## src/rtl/bmptc_pkg.sv

```systemverilog
`default_nettype none
package bmptc_pkg;

   typedef struct packed {
      logic [4:0]  bpp;
      logic        use_565;
      logic        allow_red;
      logic [9:0]  vis_w;
      logic [9:0]  vis_h;
      logic [11:0] row_bytes;
      logic        bottom_up;
   } cfg_type;

   typedef struct packed {
      logic        use_pal;
      logic        pal_ok;
      logic        red_en;
      logic [1:0]  color;
      logic [9:0]  column;
      logic [8:0]  row;
      logic        last;
      logic        frame;
   } pix_type;

   localparam logic [2:0] REG_BPP       = 3'd0;
   localparam logic [2:0] REG_USE_565   = 3'd1;
   localparam logic [2:0] REG_ALLOW_RED = 3'd2;
   localparam logic [2:0] REG_VIS_W     = 3'd3;
   localparam logic [2:0] REG_VIS_H     = 3'd4;
   localparam logic [2:0] REG_ROW_BYTES = 3'd5;
   localparam logic [2:0] REG_BOTTOM_UP = 3'd6;

   localparam logic [4:0] BPP_1  = 5'd1;
   localparam logic [4:0] BPP_4  = 5'd4;
   localparam logic [4:0] BPP_8  = 5'd8;
   localparam logic [4:0] BPP_16 = 5'd16;
   localparam logic [4:0] BPP_24 = 5'd24;

   localparam logic ACT_PALETTE = 1'b0;
   localparam logic ACT_DATA    = 1'b1;

   localparam logic [1:0] COLOR_WHITE = 2'd0;
   localparam logic [1:0] COLOR_BLACK = 2'd1;
   localparam logic [1:0] COLOR_RED   = 2'd2;

   localparam logic [7:0] WHITE_LEVEL = 8'h80;
   localparam logic [7:0] COLOR_LEVEL = 8'hF0;
   localparam logic [9:0] WHITE_SUM   = 10'h180;

   function automatic logic is_whitish(input logic [7:0] r, input logic [7:0] g,
                                       input logic [7:0] b, input logic red_en);
      logic [9:0] sum;
      sum = {2'b00, r} + {2'b00, g} + {2'b00, b};
      if (red_en) begin
         return (r > WHITE_LEVEL) && (g > WHITE_LEVEL) && (b > WHITE_LEVEL);
      end
      return sum > WHITE_SUM;
   endfunction

   function automatic logic is_colored(input logic [7:0] r, input logic [7:0] g,
                                       input logic [7:0] b);
      return (r > COLOR_LEVEL) || ((g > COLOR_LEVEL) && (b > COLOR_LEVEL));
   endfunction

   function automatic logic [1:0] pick_color(input logic white, input logic colored,
                                             input logic red_en);
      if (white) begin
         return COLOR_WHITE;
      end
      if (colored && red_en) begin
         return COLOR_RED;
      end
      return COLOR_BLACK;
   endfunction

endpackage
`default_nettype wire

```

## src/rtl/bmptc_pal_ram.sv

```systemverilog
`default_nettype none
module bmptc_pal_ram #(
   parameter int DEPTH = 256,
   parameter int AW    = 8
) (
   input  wire logic          clock,
   input  wire logic          wr_en,
   input  wire logic [AW-1:0] wr_addr,
   input  wire logic [1:0]    wr_data,
   input  wire logic          rd_en,
   input  wire logic [AW-1:0] rd_addr,
   output logic      [1:0]    rd_data
);

   logic [1:0] mem [DEPTH];
   logic [1:0] rd_data_ff;

   always_ff @(posedge clock) begin
      if (wr_en) begin
         mem[wr_addr] <= wr_data;
      end
   end

   always_ff @(posedge clock) begin
      if (rd_en) begin
         rd_data_ff <= mem[rd_addr];
      end
   end

   assign rd_data = rd_data_ff;

endmodule
`default_nettype wire

```

## src/rtl/bmptc_unpack.sv

```systemverilog
`default_nettype none
module bmptc_unpack #(
   parameter int MAX_WIDTH    = 800,
   parameter int MAX_HEIGHT   = 512,
   parameter int PALETTE_SIZE = 256,
   parameter int PAL_AW       = 8
) (
   input  wire logic                clock,
   input  wire logic                reset,
   input  wire bmptc_pkg::cfg_type  cfg,
   input  wire logic                in_valid,
   output logic                     in_ready,
   input  wire logic                in_action,
   input  wire logic [7:0]          in_index,
   input  wire logic [7:0]          in_blue,
   input  wire logic [7:0]          in_green,
   input  wire logic [7:0]          in_red,
   input  wire logic [7:0]          in_data,
   input  wire logic                out_free,
   output logic                     emit,
   output bmptc_pkg::pix_type       pix,
   output logic                     rd_en,
   output logic [PAL_AW-1:0]        rd_addr,
   output logic                     wr_en,
   output logic [PAL_AW-1:0]        wr_addr,
   output logic [1:0]               wr_data
);
   import bmptc_pkg::*;

   logic        valid_ff, valid_in;
   logic        act_ff, act_in;
   logic [7:0]  idx_ff, idx_in;
   logic [7:0]  blue_ff, blue_in;
   logic [7:0]  green_ff, green_in;
   logic [7:0]  red_ff, red_in;
   logic [7:0]  data_ff, data_in;
   logic [2:0]  slot_ff, slot_in;
   logic [15:0] held_ff, held_in;
   logic [1:0]  phase_ff, phase_in;
   logic [9:0]  col_ff, col_in;
   logic [11:0] rbc_ff, rbc_in;
   logic [9:0]  row_ff, row_in;

   logic        accept, step, done, red_en, col_ok, pal_ok;
   logic [9:0]  w10, h10, eff_w, eff_h, row_eff, disp_row;
   logic [10:0] row_next;
   logic [11:0] rbc_next;
   logic [2:0]  last_slot;
   logic [7:0]  pidx, pr, pg, pb;

   always_comb begin
      w10 = (cfg.vis_w == 10'd0) ? 10'd1 : cfg.vis_w;
      h10 = (cfg.vis_h == 10'd0) ? 10'd1 : cfg.vis_h;
      eff_w = ({3'b000, w10} > 13'(MAX_WIDTH)) ? 10'(MAX_WIDTH) : w10;
      eff_h = ({3'b000, h10} > 13'(MAX_HEIGHT)) ? 10'(MAX_HEIGHT) : h10;
      red_en = cfg.allow_red && (cfg.bpp != BPP_1);
      row_eff = (row_ff >= eff_h) ? 10'd0 : row_ff;
      disp_row = cfg.bottom_up ? (eff_h - 10'd1 - row_eff) : row_eff;
      col_ok = col_ff < eff_w;
      step = valid_ff && out_free;

      case (cfg.bpp)
         BPP_1: begin
            last_slot = 3'd7;
            pidx = {7'b0, data_ff[3'd7 - slot_ff]};
         end
         BPP_4: begin
            last_slot = 3'd1;
            pidx = slot_ff[0] ? {4'b0, data_ff[3:0]} : {4'b0, data_ff[7:4]};
         end
         default: begin
            last_slot = 3'd0;
            pidx = data_ff;
         end
      endcase
      pal_ok = {1'b0, pidx} < 9'(PALETTE_SIZE);

      if (cfg.bpp == BPP_16) begin
         pb = {held_ff[4:0], 3'b000};
         if (cfg.use_565) begin
            pg = {data_ff[2:0], held_ff[7:5], 2'b00};
            pr = {data_ff[7:3], 3'b000};
         end else begin
            pg = {data_ff[1:0], held_ff[7:5], 3'b000};
            pr = {data_ff[6:2], 3'b000};
         end
      end else begin
         pb = held_ff[7:0];
         pg = held_ff[15:8];
         pr = data_ff;
      end

      pix.use_pal = 1'b0;
      pix.pal_ok  = pal_ok;
      pix.red_en  = red_en;
      pix.color   = pick_color(is_whitish(pr, pg, pb, red_en), is_colored(pr, pg, pb),
                               red_en);
      pix.column  = col_ff;
      pix.row     = disp_row[8:0];
      pix.last    = 1'b1;
      pix.frame   = (col_ff == eff_w - 10'd1) && (row_eff == eff_h - 10'd1);

      valid_in = valid_ff;
      act_in   = act_ff;
      idx_in   = idx_ff;
      blue_in  = blue_ff;
      green_in = green_ff;
      red_in   = red_ff;
      data_in  = data_ff;
      slot_in  = slot_ff;
      held_in  = held_ff;
      phase_in = phase_ff;
      col_in   = col_ff;
      rbc_in   = rbc_ff;
      row_in   = row_ff;
      emit     = 1'b0;
      rd_en    = 1'b0;
      wr_en    = 1'b0;
      done     = 1'b0;
      rd_addr  = pidx[PAL_AW-1:0];
      wr_addr  = idx_ff[PAL_AW-1:0];
      wr_data  = {is_whitish(red_ff, green_ff, blue_ff, red_en),
                  is_colored(red_ff, green_ff, blue_ff)};
      rbc_next = rbc_ff + 12'd1;
      row_next = {1'b0, row_eff} + 11'd1;

      if (step) begin
         if (act_ff == ACT_PALETTE) begin
            wr_en = {1'b0, idx_ff} < 9'(PALETTE_SIZE);
            done = 1'b1;
         end else begin
            case (cfg.bpp)
               BPP_1, BPP_4, BPP_8: begin
                  pix.use_pal = 1'b1;
                  pix.last = (slot_ff == last_slot) || (col_ff == eff_w - 10'd1);
                  if (col_ok) begin
                     emit = 1'b1;
                     rd_en = 1'b1;
                     col_in = col_ff + 10'd1;
                  end
                  if (slot_ff == last_slot) begin
                     done = 1'b1;
                  end else begin
                     slot_in = slot_ff + 3'd1;
                  end
               end
               BPP_16, BPP_24: begin
                  done = 1'b1;
                  if (phase_ff == 2'd0) begin
                     held_in = {8'h00, data_ff};
                     phase_in = 2'd1;
                  end else if ((cfg.bpp == BPP_24) && (phase_ff == 2'd1)) begin
                     held_in = {data_ff, held_ff[7:0]};
                     phase_in = 2'd2;
                  end else begin
                     held_in = 16'h0000;
                     phase_in = 2'd0;
                     if (col_ok) begin
                        emit = 1'b1;
                        col_in = col_ff + 10'd1;
                     end
                  end
               end
               default: begin
                  done = 1'b1;
               end
            endcase
            if (done) begin
               row_in = row_eff;
               rbc_in = rbc_next;
               if (rbc_next == cfg.row_bytes) begin
                  rbc_in = 12'd0;
                  phase_in = 2'd0;
                  held_in = 16'h0000;
                  col_in = 10'd0;
                  row_in = (row_next >= {1'b0, eff_h}) ? 10'd0 : row_next[9:0];
               end
            end
         end
      end

      in_ready = !valid_ff || done;
      accept = in_valid && in_ready;
      if (done) begin
         valid_in = 1'b0;
         slot_in = 3'd0;
      end
      if (accept) begin
         valid_in = 1'b1;
         slot_in  = 3'd0;
         act_in   = in_action;
         idx_in   = in_index;
         blue_in  = in_blue;
         green_in = in_green;
         red_in   = in_red;
         data_in  = in_data;
      end
   end

   always_ff @(posedge clock) begin
      if (reset) begin
         valid_ff <= 1'b0;
         slot_ff  <= 3'd0;
         held_ff  <= 16'h0000;
         phase_ff <= 2'd0;
         col_ff   <= 10'd0;
         rbc_ff   <= 12'd0;
         row_ff   <= 10'd0;
      end else begin
         valid_ff <= valid_in;
         slot_ff  <= slot_in;
         held_ff  <= held_in;
         phase_ff <= phase_in;
         col_ff   <= col_in;
         rbc_ff   <= rbc_in;
         row_ff   <= row_in;
      end
   end

   always_ff @(posedge clock) begin
      act_ff   <= act_in;
      idx_ff   <= idx_in;
      blue_ff  <= blue_in;
      green_ff <= green_in;
      red_ff   <= red_in;
      data_ff  <= data_in;
   end

   a_slot_idle: assert property (@(posedge clock) disable iff (reset)
      !valid_ff |-> slot_ff == 3'd0)
      else $error("slot counter left nonzero while idle");

   a_phase_range: assert property (@(posedge clock) disable iff (reset)
      phase_ff != 2'd3)
      else $error("byte phase out of range");

   a_wr_no_emit: assert property (@(posedge clock) disable iff (reset)
      wr_en |-> !emit && !rd_en)
      else $error("palette write overlaps a pixel");

endmodule
`default_nettype wire

```

## src/rtl/bmptc_out.sv

```systemverilog
`default_nettype none
module bmptc_out (
   input  wire logic                clock,
   input  wire logic                reset,
   input  wire logic                emit,
   input  wire bmptc_pkg::pix_type  pix,
   input  wire logic [1:0]          pal_data,
   output logic                     out_free,
   input  wire logic                rsp_ready,
   output logic                     rsp_valid,
   output logic [1:0]               rsp_color,
   output logic [9:0]               rsp_column,
   output logic [8:0]               rsp_row,
   output logic                     rsp_last,
   output logic                     rsp_frame
);
   import bmptc_pkg::*;

   logic    p1_valid_ff, p1_valid_in;
   pix_type meta_ff, meta_in;
   logic    rsp_valid_ff, rsp_valid_in;
   logic [1:0] color_ff, color_in;
   logic [9:0] column_ff, column_in;
   logic [8:0] row_ff, row_in;
   logic    last_ff, last_in, frame_ff, frame_in;
   logic    p1_go;

   always_comb begin
      p1_go = p1_valid_ff && (!rsp_valid_ff || rsp_ready);
      out_free = !p1_valid_ff || p1_go;

      p1_valid_in = emit ? 1'b1 : (p1_go ? 1'b0 : p1_valid_ff);
      meta_in = emit ? pix : meta_ff;

      rsp_valid_in = p1_go ? 1'b1 : (rsp_ready ? 1'b0 : rsp_valid_ff);
      color_in  = color_ff;
      column_in = column_ff;
      row_in    = row_ff;
      last_in   = last_ff;
      frame_in  = frame_ff;
      if (p1_go) begin
         if (meta_ff.use_pal) begin
            color_in = pick_color(pal_data[1] && meta_ff.pal_ok,
                                  pal_data[0] && meta_ff.pal_ok, meta_ff.red_en);
         end else begin
            color_in = meta_ff.color;
         end
         column_in = meta_ff.column;
         row_in    = meta_ff.row;
         last_in   = meta_ff.last;
         frame_in  = meta_ff.frame;
      end
   end

   always_ff @(posedge clock) begin
      if (reset) begin
         p1_valid_ff  <= 1'b0;
         rsp_valid_ff <= 1'b0;
      end else begin
         p1_valid_ff  <= p1_valid_in;
         rsp_valid_ff <= rsp_valid_in;
      end
   end

   always_ff @(posedge clock) begin
      meta_ff   <= meta_in;
      color_ff  <= color_in;
      column_ff <= column_in;
      row_ff    <= row_in;
      last_ff   <= last_in;
      frame_ff  <= frame_in;
   end

   assign rsp_valid  = rsp_valid_ff;
   assign rsp_color  = color_ff;
   assign rsp_column = column_ff;
   assign rsp_row    = row_ff;
   assign rsp_last   = last_ff;
   assign rsp_frame  = frame_ff;

   a_p1_hold: assert property (@(posedge clock) disable iff (reset)
      p1_valid_ff && !p1_go |=> p1_valid_ff && $stable(meta_ff))
      else $error("stalled pixel lost");

   a_emit_free: assert property (@(posedge clock) disable iff (reset)
      emit |-> out_free)
      else $error("pixel pushed into a full stage");

   a_frame_last: assert property (@(posedge clock) disable iff (reset)
      rsp_valid_ff && frame_ff |-> last_ff)
      else $error("frame end without run end");

endmodule
`default_nettype wire

```

## src/rtl/bmp_pixel_to_tricolor_top.sv

```systemverilog
// BMP pixel unpacker for a three-color (white, black, red) panel.
// req_*: one item per handshake. tuser = 0 loads a palette entry (index, blue,
// green, red in tdata), tuser = 1 carries one raw row byte in file order,
// padding included. Palette entries are classified into white/red bits as
// they are written to the palette RAM.
// rsp_*: one item per visible pixel: color, column, display row; tlast marks
// the last pixel caused by one input byte, tuser the last pixel of the frame.
// csr_*: write-only registers; write them only while the block is idle (not enforced).
// Each byte is registered in the unpacker, each pixel then in p1 and in rsp.
// Throughput, without rsp stalls: one byte per cycle at depths 8, 16 and 24;
// depths 4 and 1 hold a byte for all its pixels, one palette RAM lookup per cycle.
// Bytes past the visible width and palette loads yield no rsp item.
// Reset: registers return to their defaults and the row counters clear; the
// palette holds no defined contents until loaded.
// A stalled rsp holds its item; the pipeline fills and req_tready drops.
`default_nettype none
module bmp_pixel_to_tricolor_top #(
   parameter int MAX_WIDTH    = 800,
   parameter int PALETTE_SIZE = 256,
   parameter int MAX_HEIGHT   = 512
) (
   input  wire logic        clock,
   input  wire logic        reset,
   input  wire logic        req_tvalid,
   output logic             req_tready,
   // palette_index, blue_in, green_in, red_in, data_byte
   input  wire logic [39:0] req_tdata,
   // action
   input  wire logic        req_tuser,
   output logic             rsp_tvalid,
   input  wire logic        rsp_tready,
   // pixel_color, column, display_row, zero fill
   output logic [23:0]      rsp_tdata,
   output logic             rsp_tlast,
   // frame_done
   output logic             rsp_tuser,
   input  wire logic        csr_we,
   input  wire logic [2:0]  csr_index,
   input  wire logic [11:0] csr_wdata
);
   import bmptc_pkg::*;

   localparam int PAL_AW = (PALETTE_SIZE > 1) ? $clog2(PALETTE_SIZE) : 1;

   cfg_type cfg_ff, cfg_in;
   pix_type pix;
   logic    emit, out_free, rd_en, wr_en;
   logic [PAL_AW-1:0] rd_addr, wr_addr;
   logic [1:0] wr_data, rd_data, color;
   logic [9:0] column;
   logic [8:0] row;

   always_comb begin
      cfg_in = cfg_ff;
      if (csr_we) begin
         case (csr_index)
            REG_BPP:       cfg_in.bpp = csr_wdata[4:0];
            REG_USE_565:   cfg_in.use_565 = csr_wdata[0];
            REG_ALLOW_RED: cfg_in.allow_red = csr_wdata[0];
            REG_VIS_W:     cfg_in.vis_w = csr_wdata[9:0];
            REG_VIS_H:     cfg_in.vis_h = csr_wdata[9:0];
            REG_ROW_BYTES: cfg_in.row_bytes = csr_wdata;
            REG_BOTTOM_UP: cfg_in.bottom_up = csr_wdata[0];
            default: ;
         endcase
      end
   end

   always_ff @(posedge clock) begin
      if (reset) begin
         cfg_ff.bpp       <= BPP_24;
         cfg_ff.use_565   <= 1'b0;
         cfg_ff.allow_red <= 1'b1;
         cfg_ff.vis_w     <= 10'd296;
         cfg_ff.vis_h     <= 10'd128;
         cfg_ff.row_bytes <= 12'd888;
         cfg_ff.bottom_up <= 1'b1;
      end else begin
         cfg_ff <= cfg_in;
      end
   end

   bmptc_unpack #(
      .MAX_WIDTH    (MAX_WIDTH),
      .MAX_HEIGHT   (MAX_HEIGHT),
      .PALETTE_SIZE (PALETTE_SIZE),
      .PAL_AW       (PAL_AW)
   ) u_unpack (
      .clock     (clock),
      .reset     (reset),
      .cfg       (cfg_ff),
      .in_valid  (req_tvalid),
      .in_ready  (req_tready),
      .in_action (req_tuser),
      .in_index  (req_tdata[7:0]),
      .in_blue   (req_tdata[15:8]),
      .in_green  (req_tdata[23:16]),
      .in_red    (req_tdata[31:24]),
      .in_data   (req_tdata[39:32]),
      .out_free  (out_free),
      .emit      (emit),
      .pix       (pix),
      .rd_en     (rd_en),
      .rd_addr   (rd_addr),
      .wr_en     (wr_en),
      .wr_addr   (wr_addr),
      .wr_data   (wr_data)
   );

   bmptc_pal_ram #(
      .DEPTH (PALETTE_SIZE),
      .AW    (PAL_AW)
   ) u_pal_ram (
      .clock   (clock),
      .wr_en   (wr_en),
      .wr_addr (wr_addr),
      .wr_data (wr_data),
      .rd_en   (rd_en),
      .rd_addr (rd_addr),
      .rd_data (rd_data)
   );

   bmptc_out u_out (
      .clock      (clock),
      .reset      (reset),
      .emit       (emit),
      .pix        (pix),
      .pal_data   (rd_data),
      .out_free   (out_free),
      .rsp_ready  (rsp_tready),
      .rsp_valid  (rsp_tvalid),
      .rsp_color  (color),
      .rsp_column (column),
      .rsp_row    (row),
      .rsp_last   (rsp_tlast),
      .rsp_frame  (rsp_tuser)
   );

   assign rsp_tdata = {3'b000, row, column, color};

endmodule
`default_nettype wire

```

## config.mk

```make
export PLATFORM = sky130hd
export DESIGN_NAME = bmp_pixel_to_tricolor_top
export DESIGN_NICKNAME = d
export VERILOG_FILES = /design/src/rtl/bmptc_pkg.sv /design/src/rtl/bmptc_pal_ram.sv /design/src/rtl/bmptc_unpack.sv /design/src/rtl/bmptc_out.sv /design/src/rtl/bmp_pixel_to_tricolor_top.sv
export SDC_FILE = /design/constraint.sdc
export NUM_CORES = 1
export LEC_CHECK = 0
export ABC_AREA = 1
export BUFFER_PORTS_ARGS = -buffer_cell sky130_fd_sc_hd__buf_4
export CAP_MARGIN = 10
export CELL_PAD_IN_SITES_DETAIL_PLACEMENT = 1
export CELL_PAD_IN_SITES_GLOBAL_PLACEMENT = 1
export CORE_MARGIN = 8
export CORE_UTILIZATION = 49
export CTS_CLUSTER_DIAMETER = 50
export DETAILED_ROUTE_END_ITERATION = 7
export HOLD_SLACK_MARGIN = 0.02
export PLACE_DENSITY_LB_ADDON = 0.1
export SYNTH_ARGS = -nofsm -noshare
export SYNTH_HDL_FRONTEND = slang
export SYNTH_SLANG_ARGS = --single-unit
```

## constraint.sdc

```tcl
create_clock -name clock -period 20.7 [get_ports clock]
set_clock_uncertainty 0.15 [all_clocks]
set_input_delay 3.105 -clock clock [delete_from_list [all_inputs] [get_ports clock]]
set_output_delay 3.105 -clock clock [all_outputs]
set_load 0.1 [all_outputs]
```

==> reports/metrics.csv, run 1 <==
metric,value,unit
drt-initial-drc-count,2179,
synth_edf_count,603,
clockRootBuffer,clkbuf_16,
rsz0062_at_grt,false,
endpoint_kind,primary output,
synth_area_leaders,"edfxtp_1, nand2_1, nand3_1",
register_area,20000,um^2
io_pins,89,
core.rowCount,97,
period_needed,8460,ps
die-area,79600,um^2
slowest_delay,640,ps
antenna_cells,0,
worst_pin_slew,1350,ps
clk_latency,640,ps
hold_buffers,0,
setup_ws,12240,ps
grtUsageTotal,26.3,%
power_density,87.9,nW/um^2
drv_cap,0,
overflow,0,
synth_top_area_share,52.2,%
io_buffers,85,
wl,106000,um
drc,0,
fmax,0.118,GHz
synth_seq_cells,699,
synth_cell_types,57,
setup_viol,0,
crit_chain,"buf_4, inv_1, nand3_1, nand2_1, nor2_1, inv_1, o21ai_0, inv_1, nand2_1, buf_4",
required,17440,ps
status,completed,
dp_slack,12260,ps
fin_tns_setup,0,ps
arrival,5200,ps
placed_area,36000,um^2
cts_setup_buffers,0,
cts_tree,built,
grt_pass1_vias,29000,
stdcell_count,4782,
coreArea,70000,um^2
grt_pass1_wl,163000,um
grt_max_degree,185,
cts_resized,0,
period_share,40.9,%
htreeDepth,3,
multi_input_area,12100,um^2
p_leak,15.4,nW
placed_cells,4621,
r2r-start,cfg_ff[14],
area_growth,12.2,%
drive_above_1_share,8.30,%
clock-sinks,699,
die_x,282,um
async_flop_share,0,%
synth_ff_type,edfxtp_1,
cts_buffers,86,
crit_top_cell,inv_1,
cts_buffer_depth,3,
postSynthCellCount,3744,
drtPass1Iterations,5,
nFillCells,7924,
fin_hold_ws,268,ps
clk_pin_slew,60,ps
avgRoutedWirePerCell,22.2,um
post-route-util,55.6,%
postLayoutCellArea,38900,um^2
worstHoldStart,u_out.meta_ff[7],
cp-start-kind,input port,
die_h,282,um
startpoint,rsp_tready,
place_congestion,0.859,
cp_max_fo,9,
ys_seq_area_share,57.7,%
viasPerCell,5.69,
synth_warnings,0,
maxSlewViolCount,0,
holdPathStages,0,
criticalPathCategory,in2out,
hold_class,reg2reg,
synth.avg_cell_area,9.27,um^2
ant_nets,0,
vias,27200,
timing_hold_violations_final,0,
initial_core_util,49.5,%
netlist_area,34700,um^2
power,3.42,mW
yosys.area.top_type,edfxtp_1,
slew_headroom,9.06,%
reg2regPathDepth,34,
nets,3911,
critPathSlowestCell,nor2_1,
antenna_found_initial,0,
vdd_drop_max,0.0700,mV
dp_hpwl,65300,um
## critical path, delay by kind of cell
kind                   cells  cell delay, ps
and+or+nand+nor            4             940
buffers and inverters      5             940
AOI/OAI and AO/OA          1             220
## layer usage
| layer | track usage [%] | share of wire (%) | wire length [um] |
|---|---|---|---|
| met3 | 4.12 | 5.6 | 5930 |
| met4 | 8.61 | 3.0 | 3150 |
| met1 | 33.1 | 42 | 44200 |
| met2 | 46.2 | 50 | 52700 |
| met5 | 0 | 0 | 0 |
## cell usage in the layout, fill, tap and decap left out, types with 96 or more instances in the layout
| master | count |
|---|---|
| nand3_1 | 509 |
| nand2_1 | 799 |
| edfxtp_1 | 603 |
| o21ai_0 | 124 |
| dfxtp_1 | 96 |
| nor2_1 | 388 |
| inv_1 | 463 |
| nand3b_1 | 113 |
| buf_4 | 118 |
| a21oi_1 | 126 |
## cell type report
type                    instances  share of cell area (%)
well taps                     940                    3.02
repair buffers                120                    2.40
clock buffers                 103                    5.75
flip-flops and latches        699                    51.5
clock inverters                57                    1.68
inverters                     476                    4.61
multi-input cells            2387                    31.1
## where the power goes
part           internal (mW)  total (mW)  switching (mW)
logic                 0.0953       0.327           0.232
registers               1.55        1.56          0.0126
clock network          0.910        1.53           0.625
total                   2.55        3.42           0.869
## flip-flops by register name (all words and copies together), names as in the netlist, 2 cells and up
| signal | cells |
|---|---|
| u_out.rsp_color | 2 |
| u_out.meta_ff | 25 |
| u_unpack.phase_ff | 2 |
| u_out.rsp_row | 9 |
| u_unpack.rbc_ff | 12 |
| u_out.rsp_column | 10 |
| u_unpack.green_ff | 8 |
| u_unpack.wr_addr | 8 |
| u_pal_ram.mem | 512 |
| u_unpack.data_ff | 8 |
| u_unpack.red_ff | 8 |
| u_unpack.blue_ff | 8 |
| u_unpack.row_ff | 10 |
| u_pal_ram.rd_data | 2 |
| u_unpack.held_ff | 16 |
| cfg_ff | 40 |
| u_unpack.slot_ff | 3 |
| u_unpack.col_ff | 10 |
## cells in the mapped netlist (all sizes together), types with 75 or more instances
cell type,n
dfxtp,96
nand3b,113
ha,75
edfxtp,603
inv,474
nand3,512
clkbuf,92
a21oi,151
buf,92
nor2,392
nand2,808
o21ai,127
## logic make-up (layout without fill, tap and decap cells)
kind of cell	Yosys count	in the layout	synth area share, %
AO/OA/AOI/OAI	350	350	5.87
adder cells (fa/ha/maj)	80	80	2.99
XOR/XNOR	68	68	1.72
other	1	3	0.0108
AND/OR/NAND/NOR	1886	1886	24.0
buffers and inverters	660	756	7.64
flip-flops	699	699	57.7
## final timing paths
kind                        endpoint  slack [ps]
setup reg to reg  u_unpack.row_ff[9]       14780
hold reg to reg     u_out.rsp_row[5]         270
hold / removal      u_out.rsp_row[5]         270
setup / recovery          req_tready       12240
(Power assumes the default switching activity.)
==> run 2: changes to the inputs <==
- ABC_AREA: 1 -> 0
- CORE_UTILIZATION: 49 -> 51
- clock period: 20.7 -> 8.7 ns (I/O delays scaled with it)
==> run 2 against run 1 <==
  * The run now ends with max-slew violations left
  * Routed wire length is 8.2% lower
  * Sequential power rose by 140%
  * Non-clock buffer count is 4 higher
==> reports/metrics.csv, run 2 <==
metric,value,unit,change
grt_max_degree,257,,+39%
crit_top_cell,nand2_1,,
avgRoutedWirePerCell,25.4,um,+15%
antenna_found_initial,1,,+1
io_pins,89,,unchanged
criticalPathCategory,reg2reg,,
holdPathStages,0,,unchanged
reg2regPathDepth,31,,-8.8%
worstHoldStart,u_out.meta_ff[16],,
clock-sinks,699,,unchanged
fin_hold_ws,265,ps,-2.79 ps
die_h,269,um,-4.7%
cp-start-kind,register,,
drive_above_1_share,9.41,%,+1.1 points
reg.largest.list,"u_pal_ram.mem (512), cfg_ff (40), u_out.meta_ff (25)",,
setup_ws,2100,ps,-10140 ps
synth_warnings,0,,unchanged
core.rowCount,92,,-5.2%
fmax,0.152,GHz,
wl,97300,um,-8.2%
initial_core_util,51.6,%,+2.1 points
ys_seq_area_share,61.5,%,+3.8 points
area_growth,12.2,%,about the same
synth.avg_cell_area,11.3,um^2,+22%
vdd_drop_max,0.183,mV,+160%
die_x,269,um,-4.7%
synth_ff_type,edfxtp_1,,
postSynthCellCount,2888,,-23%
stdcell_count,3832,,-20%
endpoint_kind,register,,
synth_edf_count,603,,unchanged
drtPass1Iterations,5,,unchanged
yosys.area.top_type,edfxtp_1,,
drt-initial-drc-count,1886,,-13%
power,7.76,mW,+130%
fin_tns_setup,0,ps,unchanged
synth.cells.most_frequent,"edfxtp_1, nand2_1, nor2_1, a21oi_1, nand3_1",,
grt_pass1_vias,25400,,-13%
timing_hold_violations_final,0,,unchanged
io_buffers,85,,unchanged
failed_checks,max-slew violations,,
cts_setup_buffers,0,,unchanged
slowest_delay,490,ps,-150 ps
htreeDepth,3,,unchanged
synth_cell_types,82,,+44%
hold_class,reg2reg,,
die-area,72200,um^2,-9.3%
synth_seq_cells,699,,unchanged
r2r_end,u_unpack.row_ff[5],,
place_congestion,0.859,,about the same
r2r-start,cfg_ff[16],,
nFillCells,6547,,-17%
p_leak,12.7,nW,-18%
startpoint,cfg_ff[16],,
coreArea,63100,um^2,-9.9%
grt_pass1_wl,148000,um,-9.1%
largest_reg_flops,512,,unchanged
grtUsageTotal,26.7,%,+0.34 points
cts_buffer_depth,3,,unchanged
cts_resized,0,,unchanged
required,9100,ps,-8340 ps
synth_most_common_cell,edfxtp_1,,
clockRootBuffer,clkbuf_16,,
hold_path_end,u_out.rsp_column[5],,
hold_buffers,0,,unchanged
r2r_slack,2100,ps,-12680 ps
cts_tree,built,,
nets,3067,,-22%
setup_viol,0,,unchanged
async_flop_share,0,%,unchanged
rsz0062_at_grt,false,,
arrival,7000,ps,+1800 ps
final_common_cell,edfxtp_1,,
maxSlewViolCount,37,,+37
synth_area_leaders,"edfxtp_1, dfxtp_1, nand2_1",,
clk_latency,620,ps,-20 ps
drc,0,,unchanged
top_register,u_pal_ram.mem,,
vias,23500,,-14%
status,"finished, violations left",,
drv_cap,0,,unchanged
final_cell_mix,"edfxtp_1, nand2_1, nor2_1, a21oi_1, nand3_1",,
worst_pin_slew,1530,ps,+175 ps
clk_pin_slew,60,ps,about the same
critPathSlowestCell,a311oi_1,,
ant_nets,0,,unchanged
netlist_area,32600,um^2,-6.1%
cp_max_fo,13,,+4
period_share,75.9,%,
synth_top_area_share,55.6,%,+3.4 points
cts_buffers,81,,-5.8%
power_density,212,nW/um^2,+140%
slew_headroom,-1.93,%,-11 points
viasPerCell,6.13,,+7.7%
dp_hpwl,60700,um,-7.1%
dp_slack,2280,ps,-9980 ps
overflow,0,,unchanged
period_needed,6600,ps,
placed_cells,3689,,-20%
antenna_cells,0,,unchanged
run 2: cell count changes after synthesis, sizes merged, moves of 27 or more:
cell,before,now
o21ai,127,75
clkbuf,92,127
nand2,808,482
buf,92,44
o211ai,36,9
inv,474,43
nand3,512,159
mux2i,0,142
o221ai,1,33
nor4,6,33
nand3b,113,4
nor2,392,359
xnor2,16,48
run 2: kinds of logic (layout without fill, tap and decap cells):
family	count (synthesis)	in the layout	share of synthesized area, %
AND/OR/NAND/NOR	1199	1199	16.1
adder cells (fa/ha/maj)	80	80	3.19
other	1	3	0.0115
XOR/XNOR	77	77	2.07
buffers and inverters	214	310	3.00
multiplexers	153	153	4.86
AO/OA/AOI/OAI	465	465	9.27
flip-flops	699	699	61.5
run 2: final cells by class:
cell class	count	area [um^2]	area share, %
timing repair buffer	124	968	2.65
clock buffer	102	2180	5.96
multi-input combinational	1977	11700	32.0
inverter	43	161	0.442
sequential	699	20000	54.8
tap	846	1060	2.90
clock inverter	41	474	1.30
run 2: routing by layer:
metal / part of all wire (%) / track usage, % / up-vias / routed length [um]
met3: 5.2 / 3.98 / 220 / 5040
met4: 4.2 / 10.5 / 0 / 4060
li1: - / - / 10600 / -
met2: 50 / 47.5 / 679 / 49000
met1: 40 / 32.4 / 12000 / 39200
met5: 0 / 0 / - / 0
run 2: worst max-delay path, delay by kind of cell (launching register included):
kind | cells | cell delay, ps
AOI/OAI and AO/OA | 11 | 2320
buffers and inverters | 3 | 280
xor gates and xnor gates | 1 | 160
adders and majority gates | 3 | 700
and+or+nand+nor | 13 | 2570
DFF | 1 | 340
run 2: per-stage QoR:
stage	utilization, %	instance area [um^2]
floorplan	-	32600
finish	57.9	36600
global placement	53.7	33900
CTS	57.9	36600
global route	57.9	36600
detailed placement	53.7	33900
run 2: power breakdown:
group,switching [mW],internal [mW],leakage (nW)
registers,0.0351,3.67,5.99
logic,0.447,0.218,5.42
clock network,1.35,2.04,1.29
run 2: worst max path at each step:
stage                               end  slack [ps]  depth (start not counted)
floorplan           u_pal_ram.mem[0][1]         230                         13
global placement     u_unpack.row_ff[5]        2580                         31
detailed placement   u_unpack.row_ff[5]        2280                         31
CTS                  u_unpack.row_ff[5]        2150                         31
global route         u_unpack.row_ff[5]        1470                         31
finish               u_unpack.row_ff[5]        2100                         31
==> run 3: changes to the inputs <==
- clock period: 8.7 -> 6.4 ns (I/O delays scaled with it)
==> run 3 against run 2 <==
  * The flow now finishes without violations
  * Cell count rose by 0.52%
  * Critical endpoint is now u_unpack.row_ff[7]
  * Worst setup slack got worse by 1600 ps
  * Sequential share of layout area shrank 0.48 points
  * Largest power group unchanged
  * Final area grew 0.89%
==> reports/metrics.csv, run 3 (synthesized netlist as in run 2, its figures left out) <==
metric,value,unit,change
sw_frac_of_total,24.0,%,+0.39 points
hold_buffers,0,,unchanged
final_common_cell,edfxtp_1,,
period_needed,5850,ps,-746 ps
cts_buffer_depth,3,,unchanged
clockRootBuffer,clkbuf_16,,
fmax,0.171,GHz,+13%
p_leak,12.9,nW,+1.3%
worst_pin_slew,1230,ps,-294 ps
grt_max_degree,257,,unchanged
cts_setup_buffers,0,,unchanged
htreeDepth,3,,unchanged
die-area,72200,um^2,unchanged
coreArea,63100,um^2,unchanged
status,completed,,
p_switching,2.58,mW,+40%
top_register,u_pal_ram.mem,,
overflow,0,,unchanged
drv_cap,0,,unchanged
ant_nets,0,,unchanged
io_buffers,85,,unchanged
cts_resized,0,,unchanged
fin_hold_ws,265,ps,-0.483 ps
clk_latency,640,ps,+20 ps
period_share,91.5,%,+16 points
area_growth,13.2,%,
maxSlewViolCount,0,,-100%
criticalPathCategory,reg2reg,,
postLayoutCellArea,36900,um^2,+0.89%
reg.largest.list,"u_pal_ram.mem (512), cfg_ff (40), u_out.meta_ff (25)",,
core.rowCount,92,,unchanged
slowest_delay,560,ps,+70 ps
drc,0,,unchanged
antenna_found_initial,2,,+1
fin_tns_setup,0,ps,unchanged
cp-start-kind,register,,
grt_pass1_vias,25000,,-1.4%
drive_above_1_share,10.3,%,+0.87 points
nets,3085,,+0.59%
nFillCells,6498,,-0.75%
antenna_cells,0,,unchanged
place_congestion,0.839,,-2.4%
required,6770,ps,-2330 ps
final_cell_mix,"edfxtp_1, nand2_1, nor2_1, a21oi_1, nand3_1",,
viasPerCell,6.10,,-0.57%
placed_cells,3703,,+0.38%
die_h,269,um,unchanged
avgRoutedWirePerCell,25.1,um,-1.2%
setup_viol,0,,unchanged
pwr-share-comb,8.5,%,about the same
setup_ws,546,ps,-1550 ps
largest_reg_flops,512,,unchanged
drt-initial-drc-count,2040,,+8.2%
io_pins,89,,unchanged
timing_hold_violations_final,0,,unchanged
grt_pass1_wl,148000,um,-0.36%
cts_tree,built,,
grtUsageTotal,26.6,%,-0.049 points
hold_class,reg2reg,,
critPathSlowestCell,or4b_1,,
stdcell_count,3852,,+0.52%
vias,23500,,-0.055%
wl,96600,um,-0.69%
power_frac_clock,44.6,%,+0.8 points
vdd_drop_max,0.234,mV,+28%
dp_slack,312,ps,-1960 ps
placed_area,34100,um^2,+0.52%
crit_top_cell,nand2_1,,
cts_buffers,85,,+4.9%
cp_max_fo,4,,-9
clk_pin_slew,60,ps,about the same
die_x,269,um,unchanged
power_density,291,nW/um^2,+37%
dp_hpwl,60500,um,-0.39%
seq_power_share,46.9,%,-0.8 points
drtPass1Iterations,7,,+2
endpoint_kind,register,,
p_int,8.15,mW,+37%
slew_headroom,15.5,%,+17 points
arrival,6220,ps,-780 ps
clock-sinks,699,,unchanged
initial_core_util,51.6,%,unchanged
[run 3: cell count changes in the layout (fill, tap and decap cells not counted), moves of 2 or more]
cell       delta
clkinv_1      -4
clkinv_8      +2
inv_6         +3
clkbuf_16     +5
buf_4         +8
bufinv_16     -2
buf_12        +6
clkinv_4      +2
[run 3: through the flow]
step | power (mW) | util (%)
after floorplan | 5.71 | -
after global placement | 5.98 | 54.0
after detailed placement | 6.02 | 54.0
after CTS | 10.8 | 58.4
after global routing | 11.0 | 58.5
final | 10.7 | 58.5
[run 3: path summary, 6_finish.rpt]
path	start	to	slack [ps]	depth (start not counted)
worst min-delay path	u_out.meta_ff[0]	u_out.rsp_frame	260	0
worst max register to register	cfg_ff[16]	u_unpack.row_ff[7]	550	30
worst max-delay path	cfg_ff[16]	u_unpack.row_ff[7]	550	30
worst min register to register	u_out.meta_ff[0]	u_out.rsp_frame	260	0
[run 3: metal layers]
| metal | part of all wire, % | global-route usage, % | up-vias |
|---|---|---|---|
| met2 | 48 | 44.1 | 731 |
| met1 | 42 | 35.5 | 11900 |
| met3 | 6.3 | 4.01 | 200 |
| li1 | - | - | 10600 |
| met5 | 0 | 0 | - |
| met4 | 3.2 | 9.86 | 0 |
[run 3: power by group through the flow]
stage / logic, mW / registers, mW / clock network [mW]
2_1_floorplan: 0.595 / 5.11 / 0
3_3_place_gp: 0.866 / 5.12 / 0
3_5_place_dp: 0.896 / 5.12 / 0
4_1_cts: 0.906 / 5.02 / 4.84
5_1_grt: 0.989 / 5.03 / 5.01
6_report: 0.911 / 5.03 / 4.79
[run 3: worst max-delay path: cells and delay by family, from the launching register on]
kind,cells,cell delay (ps)
buf+inv,3,270
xor+xnor,1,150
compound gates,10,1830
flops,1,330
fa+ha+maj,3,630
simple gates,13,2370
[run 3: final cells by class]
| cell class | count | area (um^2) | share of cell area, % |
|---|---|---|---|
| tap | 846 | 1060 | 2.87 |
| multi-input combinational | 1977 | 11700 | 31.7 |
| inverter | 43 | 161 | 0.438 |
| clock buffer | 107 | 2310 | 6.27 |
| sequential | 699 | 20000 | 54.3 |
| timing repair buffer | 138 | 1150 | 3.11 |
| clock inverter | 42 | 472 | 1.28 |
